File: src/sv/hswp_pkg.sv
`timescale 1ns / 1ps
`default_nettype none

package hswp_pkg;

	typedef enum logic [1:0] {
		MODE_PASS,
		MODE_WATER,
		MODE_UP,
		MODE_DOWN
	} mode_t;

	typedef struct packed {
		logic s2;
		logic s3;
		logic s4;
	} pipe_en_t;

	localparam logic signed [10:0] EMPTY_HEIGHT = -11'sd128;
	localparam logic [6:0]  PCT_FULL    = 7'd100;
	localparam logic [6:0]  OPACITY_MAX = 7'd85;
	localparam logic [3:0]  OPACITY_STEP = 4'd15;
	localparam logic [11:0] DEPTH_SAT   = 12'd6;
	localparam logic [7:0]  LEVEL_RESET = 8'd100;
	localparam logic [7:0]  CHAN_MAX    = 8'hFF;
	// floor(x / 100) == (x * RECIP_100) >> RECIP_SHIFT for every 16-bit x
	localparam logic [16:0] RECIP_100   = 17'd83887;
	localparam int          RECIP_SHIFT = 23;

endpackage

`default_nettype wire

File: src/sv/hswp_chan.sv
`timescale 1ns / 1ps
`default_nettype none

module hswp_chan (
	input  logic              clk,
	input  hswp_pkg::pipe_en_t en,
	input  hswp_pkg::mode_t   mode,
	input  logic [6:0]        opacity,
	input  logic [7:0]        level,
	input  logic [7:0]        color,
	input  logic [7:0]        water,
	output logic [7:0]        result
);
	import hswp_pkg::*;

	logic [15:0] x_next;
	logic [15:0] x_s2;
	mode_t       mode_s2;
	logic [7:0]  level_s2;

	logic [32:0] prod_full;
	logic        sat_next;
	logic [3:0]  qhi_next;
	logic [7:0]  rem_next;

	logic [9:0]  scaled_s3;
	logic        sat_s3;
	logic [3:0]  qhi_s3;
	logic [7:0]  rem_s3;
	logic [3:0]  xlo_s3;
	logic [7:0]  pass_s3;
	mode_t       mode_s3;
	logic [7:0]  level_s3;

	logic [3:0]  qlo_next;
	logic [7:0]  res_next;
	logic [7:0]  res_s4;

	// numerator per mode
	always_comb begin
		case (mode)
			MODE_WATER: x_next = 16'(16'(PCT_FULL - opacity) * 16'(color))
				+ 16'(16'(opacity) * 16'(water));
			MODE_UP:    x_next = 16'(16'(color) * 16'(level));
			MODE_DOWN:  x_next = 16'(16'(color) * 16'(PCT_FULL));
			default:    x_next = 16'(color);
		endcase
	end

	always_ff @(posedge clk) begin
		if (en.s2) begin
			x_s2     <= x_next;
			mode_s2  <= mode;
			level_s2 <= level;
		end
	end

	// divide by 100 through reciprocal; divide by level, upper quotient bits
	assign prod_full = 33'(x_s2) * 33'(RECIP_100);
	assign sat_next  = x_s2[15:8] >= level_s2;

	always_comb begin
		logic [8:0] t;
		rem_next = x_s2[15:8];
		qhi_next = '0;
		t        = '0;
		for (int i = 0; i < 4; i++) begin
			t = {rem_next, x_s2[7 - i]};
			if (t >= {1'b0, level_s2}) begin
				rem_next     = 8'(t - {1'b0, level_s2});
				qhi_next[3 - i] = 1'b1;
			end else begin
				rem_next = t[7:0];
			end
		end
	end

	always_ff @(posedge clk) begin
		if (en.s3) begin
			scaled_s3 <= prod_full[RECIP_SHIFT +: 10];
			sat_s3    <= sat_next;
			qhi_s3    <= qhi_next;
			rem_s3    <= rem_next;
			xlo_s3    <= x_s2[3:0];
			pass_s3   <= x_s2[7:0];
			mode_s3   <= mode_s2;
			level_s3  <= level_s2;
		end
	end

	// lower quotient bits
	always_comb begin
		logic [8:0] t;
		logic [7:0] r;
		r        = rem_s3;
		qlo_next = '0;
		t        = '0;
		for (int i = 0; i < 4; i++) begin
			t = {r, xlo_s3[3 - i]};
			if (t >= {1'b0, level_s3}) begin
				r               = 8'(t - {1'b0, level_s3});
				qlo_next[3 - i] = 1'b1;
			end else begin
				r = t[7:0];
			end
		end
	end

	always_comb begin
		case (mode_s3)
			MODE_WATER: res_next = scaled_s3[7:0];
			MODE_UP:    res_next = (scaled_s3 > 10'(CHAN_MAX)) ? CHAN_MAX : scaled_s3[7:0];
			MODE_DOWN:  res_next = sat_s3 ? CHAN_MAX : {qhi_s3, qlo_next};
			default:    res_next = pass_s3;
		endcase
	end

	always_ff @(posedge clk) begin
		if (en.s4) begin
			res_s4 <= res_next;
		end
	end

	assign result = res_s4;

endmodule

`default_nettype wire

File: src/sv/height_shade_water_pixel.sv
// Per-pixel hillshade and water tint for a streamed height map.
//
// Input channel s_axis_*: one map pixel per item. Output channel m_axis_*:
// one colour per item, in input order. Items are taken in every cycle in
// which the output side keeps up; throughput is one pixel per clock.
// Each item passes four register stages, the first loaded at the accepting
// edge, and m_axis_tvalid rises once it is loaded into the fourth. The
// stages are decode, numerator, reciprocal multiply and first
// half of the level divide, then the second half of the divide and the final
// select. The three channels run in parallel through their own multipliers
// and dividers.
// Each stage holds its item while the next one is full and stalled, and
// bubbles are squeezed out, so a stalled receiver only blocks the input
// once all four stages are occupied.
// cfg_we writes shade_level from cfg_wdata; write it only while no item is
// in flight. A level of zero behaves as one.
// Reset (arst_n low) empties the pipeline and sets shade_level to 100.
`timescale 1ns / 1ps
`default_nettype none

module height_shade_water_pixel (
	input  logic         clk,
	input  logic         arst_n,
	input  logic         cfg_we,
	input  logic [7:0]   cfg_wdata,
	input  logic         s_axis_tvalid,
	output logic         s_axis_tready,
	// pixel_rgb[23:0], top_height[34:24], floor_height[45:35], water_argb[77:46],
	// side_x_height[88:78], side_z_height[99:89], zero fill [103:100]
	input  logic [103:0] s_axis_tdata,
	output logic         m_axis_tvalid,
	input  logic         m_axis_tready,
	// shaded_rgb[23:0]
	output logic [23:0]  m_axis_tdata
);
	import hswp_pkg::*;

	logic [7:0] shade_level_q;

	logic [23:0]        in_rgb;
	logic signed [10:0] in_top;
	logic signed [10:0] in_floor;
	logic [31:0]        in_water;
	logic signed [10:0] in_sx;
	logic signed [10:0] in_sz;

	logic signed [11:0] depth;
	logic [6:0]         opacity_next;
	logic signed [10:0] nx;
	logic signed [10:0] nz;
	logic signed [11:0] nsum;
	logic signed [11:0] top2;
	mode_t              mode_next;

	logic        valid_s1, valid_s2, valid_s3, valid_s4;
	logic        load_1, load_2, load_3, load_4;
	mode_t       mode_s1;
	logic [6:0]  opacity_s1;
	logic [7:0]  level_s1;
	logic [23:0] rgb_s1;
	logic [23:0] water_s1;
	pipe_en_t    en;

	always_ff @(posedge clk or negedge arst_n) begin
		if (!arst_n) begin
			shade_level_q <= LEVEL_RESET;
		end else if (cfg_we) begin
			shade_level_q <= cfg_wdata;
		end
	end

	assign in_rgb   = s_axis_tdata[23:0];
	assign in_top   = s_axis_tdata[34:24];
	assign in_floor = s_axis_tdata[45:35];
	assign in_water = s_axis_tdata[77:46];
	assign in_sx    = s_axis_tdata[88:78];
	assign in_sz    = s_axis_tdata[99:89];

	// decode
	assign depth = 12'(in_top) - 12'(in_floor);
	assign nx    = (in_sx == EMPTY_HEIGHT) ? in_top : in_sx;
	assign nz    = (in_sz == EMPTY_HEIGHT) ? in_top : in_sz;
	assign nsum  = 12'(nx) + 12'(nz);
	assign top2  = {in_top, 1'b0};

	always_comb begin
		if (depth[11]) begin
			opacity_next = '0;
		end else if (depth >= $signed(DEPTH_SAT)) begin
			opacity_next = OPACITY_MAX;
		end else begin
			opacity_next = 7'(depth[2:0]) * 7'(OPACITY_STEP);
		end
	end

	always_comb begin
		if (in_water != '0) begin
			mode_next = MODE_WATER;
		end else if (in_top == EMPTY_HEIGHT) begin
			mode_next = MODE_PASS;
		end else if (top2 > nsum) begin
			mode_next = MODE_UP;
		end else if (top2 < nsum) begin
			mode_next = MODE_DOWN;
		end else begin
			mode_next = MODE_PASS;
		end
	end

	// stage handshake: a stage loads when empty or when its item moves on
	assign load_4 = !valid_s4 || m_axis_tready;
	assign load_3 = !valid_s3 || load_4;
	assign load_2 = !valid_s2 || load_3;
	assign load_1 = !valid_s1 || load_2;

	assign s_axis_tready = load_1;

	always_ff @(posedge clk or negedge arst_n) begin
		if (!arst_n) begin
			valid_s1 <= 1'b0;
			valid_s2 <= 1'b0;
			valid_s3 <= 1'b0;
			valid_s4 <= 1'b0;
		end else begin
			if (load_1) valid_s1 <= s_axis_tvalid;
			if (load_2) valid_s2 <= valid_s1;
			if (load_3) valid_s3 <= valid_s2;
			if (load_4) valid_s4 <= valid_s3;
		end
	end

	always_ff @(posedge clk) begin
		if (load_1) begin
			mode_s1    <= mode_next;
			opacity_s1 <= opacity_next;
			level_s1   <= (shade_level_q == '0) ? 8'd1 : shade_level_q;
			rgb_s1     <= in_rgb;
			water_s1   <= in_water[23:0];
		end
	end

	assign en.s2 = load_2;
	assign en.s3 = load_3;
	assign en.s4 = load_4;

	for (genvar k = 0; k < 3; k++) begin : g_chan
		hswp_chan u_chan (
			.clk     (clk),
			.en      (en),
			.mode    (mode_s1),
			.opacity (opacity_s1),
			.level   (level_s1),
			.color   (rgb_s1[8 * k +: 8]),
			.water   (water_s1[8 * k +: 8]),
			.result  (m_axis_tdata[8 * k +: 8])
		);
	end

	assign m_axis_tvalid = valid_s4;

	a_ready_when_drained: assert property (@(posedge clk) disable iff (!arst_n)
		m_axis_tready |-> s_axis_tready)
		else $error("input blocked while output drains");

	a_ready_when_out_empty: assert property (@(posedge clk) disable iff (!arst_n)
		!m_axis_tvalid |-> s_axis_tready)
		else $error("input blocked with empty output stage");

	a_s1_holds: assert property (@(posedge clk) disable iff (!arst_n)
		valid_s1 && !load_2 |=> valid_s1 && $stable(mode_s1) && $stable(rgb_s1))
		else $error("stage 1 item lost under stall");

endmodule

`default_nettype wire

File: config.mk
export PLATFORM = sky130hd
export DESIGN_NAME = height_shade_water_pixel
export DESIGN_NICKNAME = d
export VERILOG_FILES = /design/src/sv/hswp_pkg.sv /design/src/sv/hswp_chan.sv /design/src/sv/height_shade_water_pixel.sv
export SDC_FILE = /design/constraint.sdc
export NUM_CORES = 2
export LEC_CHECK = 0
export BUFFER_PORTS_ARGS = -buffer_cell sky130_fd_sc_hd__buf_2
export CAP_MARGIN = 20
export CORE_ASPECT_RATIO = 0.8
export CORE_MARGIN = 4
export CORE_UTILIZATION = 60
export DETAILED_ROUTE_END_ITERATION = 7
export PLACE_DENSITY = 0.82
export REMOVE_ABC_BUFFERS = 1
export SYNTH_ARGS = -nofsm -noshare
export SYNTH_HDL_FRONTEND = slang
export SYNTH_SLANG_ARGS = --single-unit
File: constraint.sdc
create_clock -name clk -period 26 [get_ports clk]
set_input_delay 6.5 -clock clk [delete_from_list [all_inputs] [get_ports clk]]
set_output_delay 6.5 -clock clk [all_outputs]
set_load 0.02 [all_outputs]
* Word-level counts from Yosys, hierarchy flattened *
Cells that the tools add are included.

storage, ports and cells
  register bits = 274
  input bits = 117
  word-level logic and storage cells = 200

operators by class
  $add $sub $neg = 27
  multiply operators = 16
  magnitude comparators = 33
  equal/unequal tests = 9
  multiplexer cells = 63
  reductions and logical operators = 12

operators with widths
  cell                    number
  $ge 9x8->1              24
  $mux 8                  27
  $sub 8x8->8             21
  $pmux 16 s3             3
  $mul 16x17->33 const B  3
  $pmux 8 s3              3
  $add 16x15->16          3
  $mul 16x8->16           3
  $mul 8x8->16            3
  $mul 7x8->15            3
  $mul 8x5->13 const B    3
  $eq 11x8->1 const B     3
  $reduce_bool 32->1      1
  $gt 10x8->1 const B     3
  $mux 1                  25
  $ge 8x8->1              3
  $mux 11                 2
  $add 11x11->12          1
  $ge 12x4->1 const B     1
  $gt 12x12->1            1
  $lt 12x12->1            1
  $sub 11x11->12          1
  $eq 2x2->1 const B      4
  $logic_not 8->1         1
  8 further kinds         17

* Longest topological paths before layout *
  depth in word-level cells = 10
  depth in mapped cells = 43
  depth with buffers taken out = 40

* Hierarchy *
Synthesis repeated with hierarchy kept, for this count alone.

second synthesis, totals
  cell total of the unflattened synthesis = 5791
  area total of the unflattened synthesis = 56734.4 sq um

by module, submodules not included
  module                         instances  cells each  area each (sq um)  sequential area each (sq um)
  hswp_chan at g_chan[2].u_chan  1          1834        17536.8            2252.2
  hswp_chan at g_chan[1].u_chan  1          1813        17399.2            2252.2
  hswp_chan at g_chan[0].u_chan  1          1774        17356.6            2252.2
  height_shade_water_pixel       1          370         4441.8             2255.9

* Worst setup path before layout *
Ideal clock, no wire load.

  path kind = input to output
  start = input m_axis_tready
  end = output s_axis_tready
  arrival = 8.734 ns
  required time = 19.500 ns
  path slack = 10.766 ns
  stages on the path = 2
  path buffers = 0
  path through = nor2b_1 > nand4_1

on the way
  longest elaborated chain between the ends = 4

ends and longest elaborated chain
  item                RTL line                         RTL
  start: declaration  height_shade_water_pixel.sv:32   input logic m_axis_tready,
  $logic_or 1x1->1    height_shade_water_pixel.sv:111  assign load_4 = !valid_s4 || m_axis_tready;
  $logic_or 1x1->1    height_shade_water_pixel.sv:112  assign load_3 = !valid_s3 || load_4;
  $logic_or 1x1->1    height_shade_water_pixel.sv:113  assign load_2 = !valid_s2 || load_3;
  $logic_or 1x1->1    height_shade_water_pixel.sv:114  assign load_1 = !valid_s1 || load_2;
  end: declaration    height_shade_water_pixel.sv:27   output logic s_axis_tready,

Every way passes these cells.

* Final worst setup path *
Ends and elaborated chain as after synthesis.

==> impl_metrics.env <==
export IMPL_outcome="finished, final reports clean"
export IMPL_die_area_um2=97400
export IMPL_synth_most_common_cell="inv_1"
export IMPL_grt_use_total_pct=27.5
export IMPL_hold_class="flip-flop to flip-flop"
export IMPL_end_kind="output pin"
export IMPL_post_dp_hpwl_um=106000
export IMPL_required_ns=19.50
export IMPL_postCtsSetupBuffers=0
export IMPL_root_buffer="clkbuf_16"
export IMPL_yosys_area_top_type_share_pct=26.9
export IMPL_cts_hold_buf=0
export IMPL_grt_setup_unrepaired="no"
export IMPL_viasPerCell=5.73
export IMPL_clk_pin_slew_ns=0.06
export IMPL_ys_seq_area_share_pct=14.1
export IMPL_ys_types=90
export IMPL_synth_common_cells="1191 x inv_1, 1007 x ha_1, 746 x fa_1"
export IMPL_grt_pass1_vias=42500
export IMPL_grt_pass1_wl_um=217000
export IMPL_postSynthAreaPerCell_um2=9.65
export IMPL_drc_errors=0
export IMPL_finalHoldViolCount=0
export IMPL_drt_iter0_markers=2540
export IMPL_cts_tree="built"
export IMPL_async_flop_share_pct=4.58
export IMPL_cts_htree_levels=1
export IMPL_core_area_um2=91400
export IMPL_antenna_found_initial=4
export IMPL_crit_type="primary input to output pin"
export IMPL_fin_nets=7710
export IMPL_min_period_ns=14.34
export IMPL_tns_ns=0
export IMPL_ys_ff_latch=262
export IMPL_fill_cells=7073
export IMPL_crit_arrival_ns=7.83
export IMPL_io_pins=143
export IMPL_path_max_fanout=67
export IMPL_yosysTopAreaCell="fa_1"
export IMPL_slew_headroom_pct=21.9
export IMPL_wire_per_inst_um=18.4
export IMPL_fmax_mhz=69.8
export IMPL_yosysWarnings=0
export IMPL_drv_cap=0
export IMPL_port_buffers=138
export IMPL_initial_core_util_pct=60.6
export IMPL_synth_area_leaders="fa_1 27%, ha_1 23%, edfxtp_1 14%"
export IMPL_area_growth_synth_to_final_pct=5.76
export IMPL_numCtsBuffers=30
export IMPL_synth_flop_cell="edfxtp_1"
export IMPL_clockBufferDepth=3
export IMPL_worst_pin_slew_ns=1.17
export IMPL_totalWireLength_um=130000
export IMPL_rows=99
export IMPL_syn_inst=5744
export IMPL_drive_gt1_share_pct=6.34
export IMPL_drt_pass1_iterations=5
export IMPL_vias=40500
export IMPL_overflow=0
export IMPL_finalCritPeriodShare_pct=55.1
export IMPL_slew_viol_final=0
export IMPL_die_h_um=280
export IMPL_clkSinkCount=262
export IMPL_post_cts_resized=0
export IMPL_ant_nets=0
export IMPL_synth_edf_count=250
export IMPL_setup_viol=0
export IMPL_grt_max_degree=68
export IMPL_clock_skew_ns=0.0382
export IMPL_routabilityCongestion=0.911
export IMPL_insertion_delay_ns=0.66
export IMPL_start_kind="primary input"
export IMPL_die_w_um=348
export IMPL_netlist_area_um2=55400
## layer usage
metal	track usage [%]	share of wire, %	vias to the layer above
met4	6.45	2.5	2
met5	0	0.010	-
met3	5.61	8.9	192
li1	-	-	19100
met1	38.2	43	19800
met2	44.6	45	1458
## flip-flops by register name, indices dropped and copies added, names as in the netlist, 12 cells and up
name and count:
g_chan.u_chan.pass_s3 24, g_chan.u_chan.qhi_s3 12, rgb_s1 24, g_chan.u_chan.scaled_s3 30, water_s1 24, g_chan.u_chan.rem_s3 24
g_chan.u_chan.x_s2 48, g_chan.u_chan.result 24
## final cells by class
| type | count | area, um2 | area share [%] |
|---|---|---|---|
| Inverter | 1193 | 4480 | 7.64 |
| Sequential cell | 262 | 7810 | 13.3 |
| Clock buffer | 32 | 758 | 1.29 |
| Antenna cell | 2 | 5.00 | 0.00854 |
| Clock inverter | 24 | 273 | 0.465 |
| Multi-Input combinational cell | 4166 | 42700 | 72.9 |
| Timing Repair Buffer | 187 | 1070 | 1.83 |
| Tap cell | 1212 | 1520 | 2.59 |
## path summary, 6_finish.rpt
check	end	slack [ns]	cells past startpoint	start
setup / recovery	s_axis_tready	11.67	5	m_axis_tready
hold / removal	g_chan[1].u_chan.level_s3[2]$_DFFE_PP_	0.45	0	g_chan[1].u_chan.level_s2[2]$_DFFE_PP_
setup reg to reg	g_chan[1].u_chan.rem_s3[2]$_DFFE_PP_	15.59	41	g_chan[1].u_chan.level_s2[1]$_DFFE_PP_
hold reg to reg	g_chan[1].u_chan.level_s3[2]$_DFFE_PP_	0.45	0	g_chan[1].u_chan.level_s2[2]$_DFFE_PP_
max in group asynchronous	shade_level_q[6]$_DFFE_PN1P_	19.99	1	arst_n
min in group asynchronous	shade_level_q[7]$_DFFE_PN0P_	5.72	1	arst_n
## kinds of logic after synthesis
| logic type | synth area share [%] |
|---|---|
| flip-flops | 14.1 |
| AND/OR/NAND/NOR | 11.2 |
| buffers and inverters | 8.95 |
| AO/OA/AOI/OAI | 9.54 |
| XOR/XNOR | 3.89 |
| multiplexers | 2.65 |
| adder cells (fa/ha/maj) | 49.7 |
## critical path, cell delays in order
cell     delay [ns]
buf_2          0.10
nor2b_1        0.37
nand4_1        0.23
buf_12         0.23
buf_2          0.27
## through the flow
stage / hold slack (ns) / utilization [%] / instances / area, um2 / worst slack [ns]
4_1_cts: 0.450 / 64.1 / 7076 / 58600 / 11.71
2_1_floorplan: 0.400 / - / 5621 / 55000 / 10.77
3_5_place_dp: 0.435 / 63.0 / 7020 / 57600 / 11.73
3_3_place_gp: 0.433 / 63.0 / 7020 / 57600 / 11.74
5_1_grt: 0.462 / 64.1 / 7076 / 58600 / 11.63
6_report: 0.451 / 64.1 / 7078 / 58600 / 11.67
## cell usage in the layout (no fill, tap or decap), types with 21 or more instances in the layout
cell       netlist  final
a21boi_0        24     24
a21o_1         102    102
a21oi_1        196    196
a31oi_1         23     23
and2_1         279    279
buf_2            1    138
buf_4            1     48
clkbuf_16        0     30
edfxtp_1       250    250
fa_1           746    746
ha_1          1007   1007
inv_1         1191   1191
mux2_2          62     62
mux2i_1         35     35
nand2_1        396    395
nand2b_1        45     45
nand3_1         53     52
nand4_1         36     36
nor2_1         182    182
nor2b_1         72     72
nor3_1          50     50
o21a_1          43     43
o21ai_0        229    229
o21bai_1        21     21
o221ai_1        24     24
o22ai_1         28     28
or3_1           21     21
xnor2_1        176    173
xor2_1          70     68
Power is not shown: default switching activity piles up to over one toggle a cycle in this logic, so the estimate is an artifact.
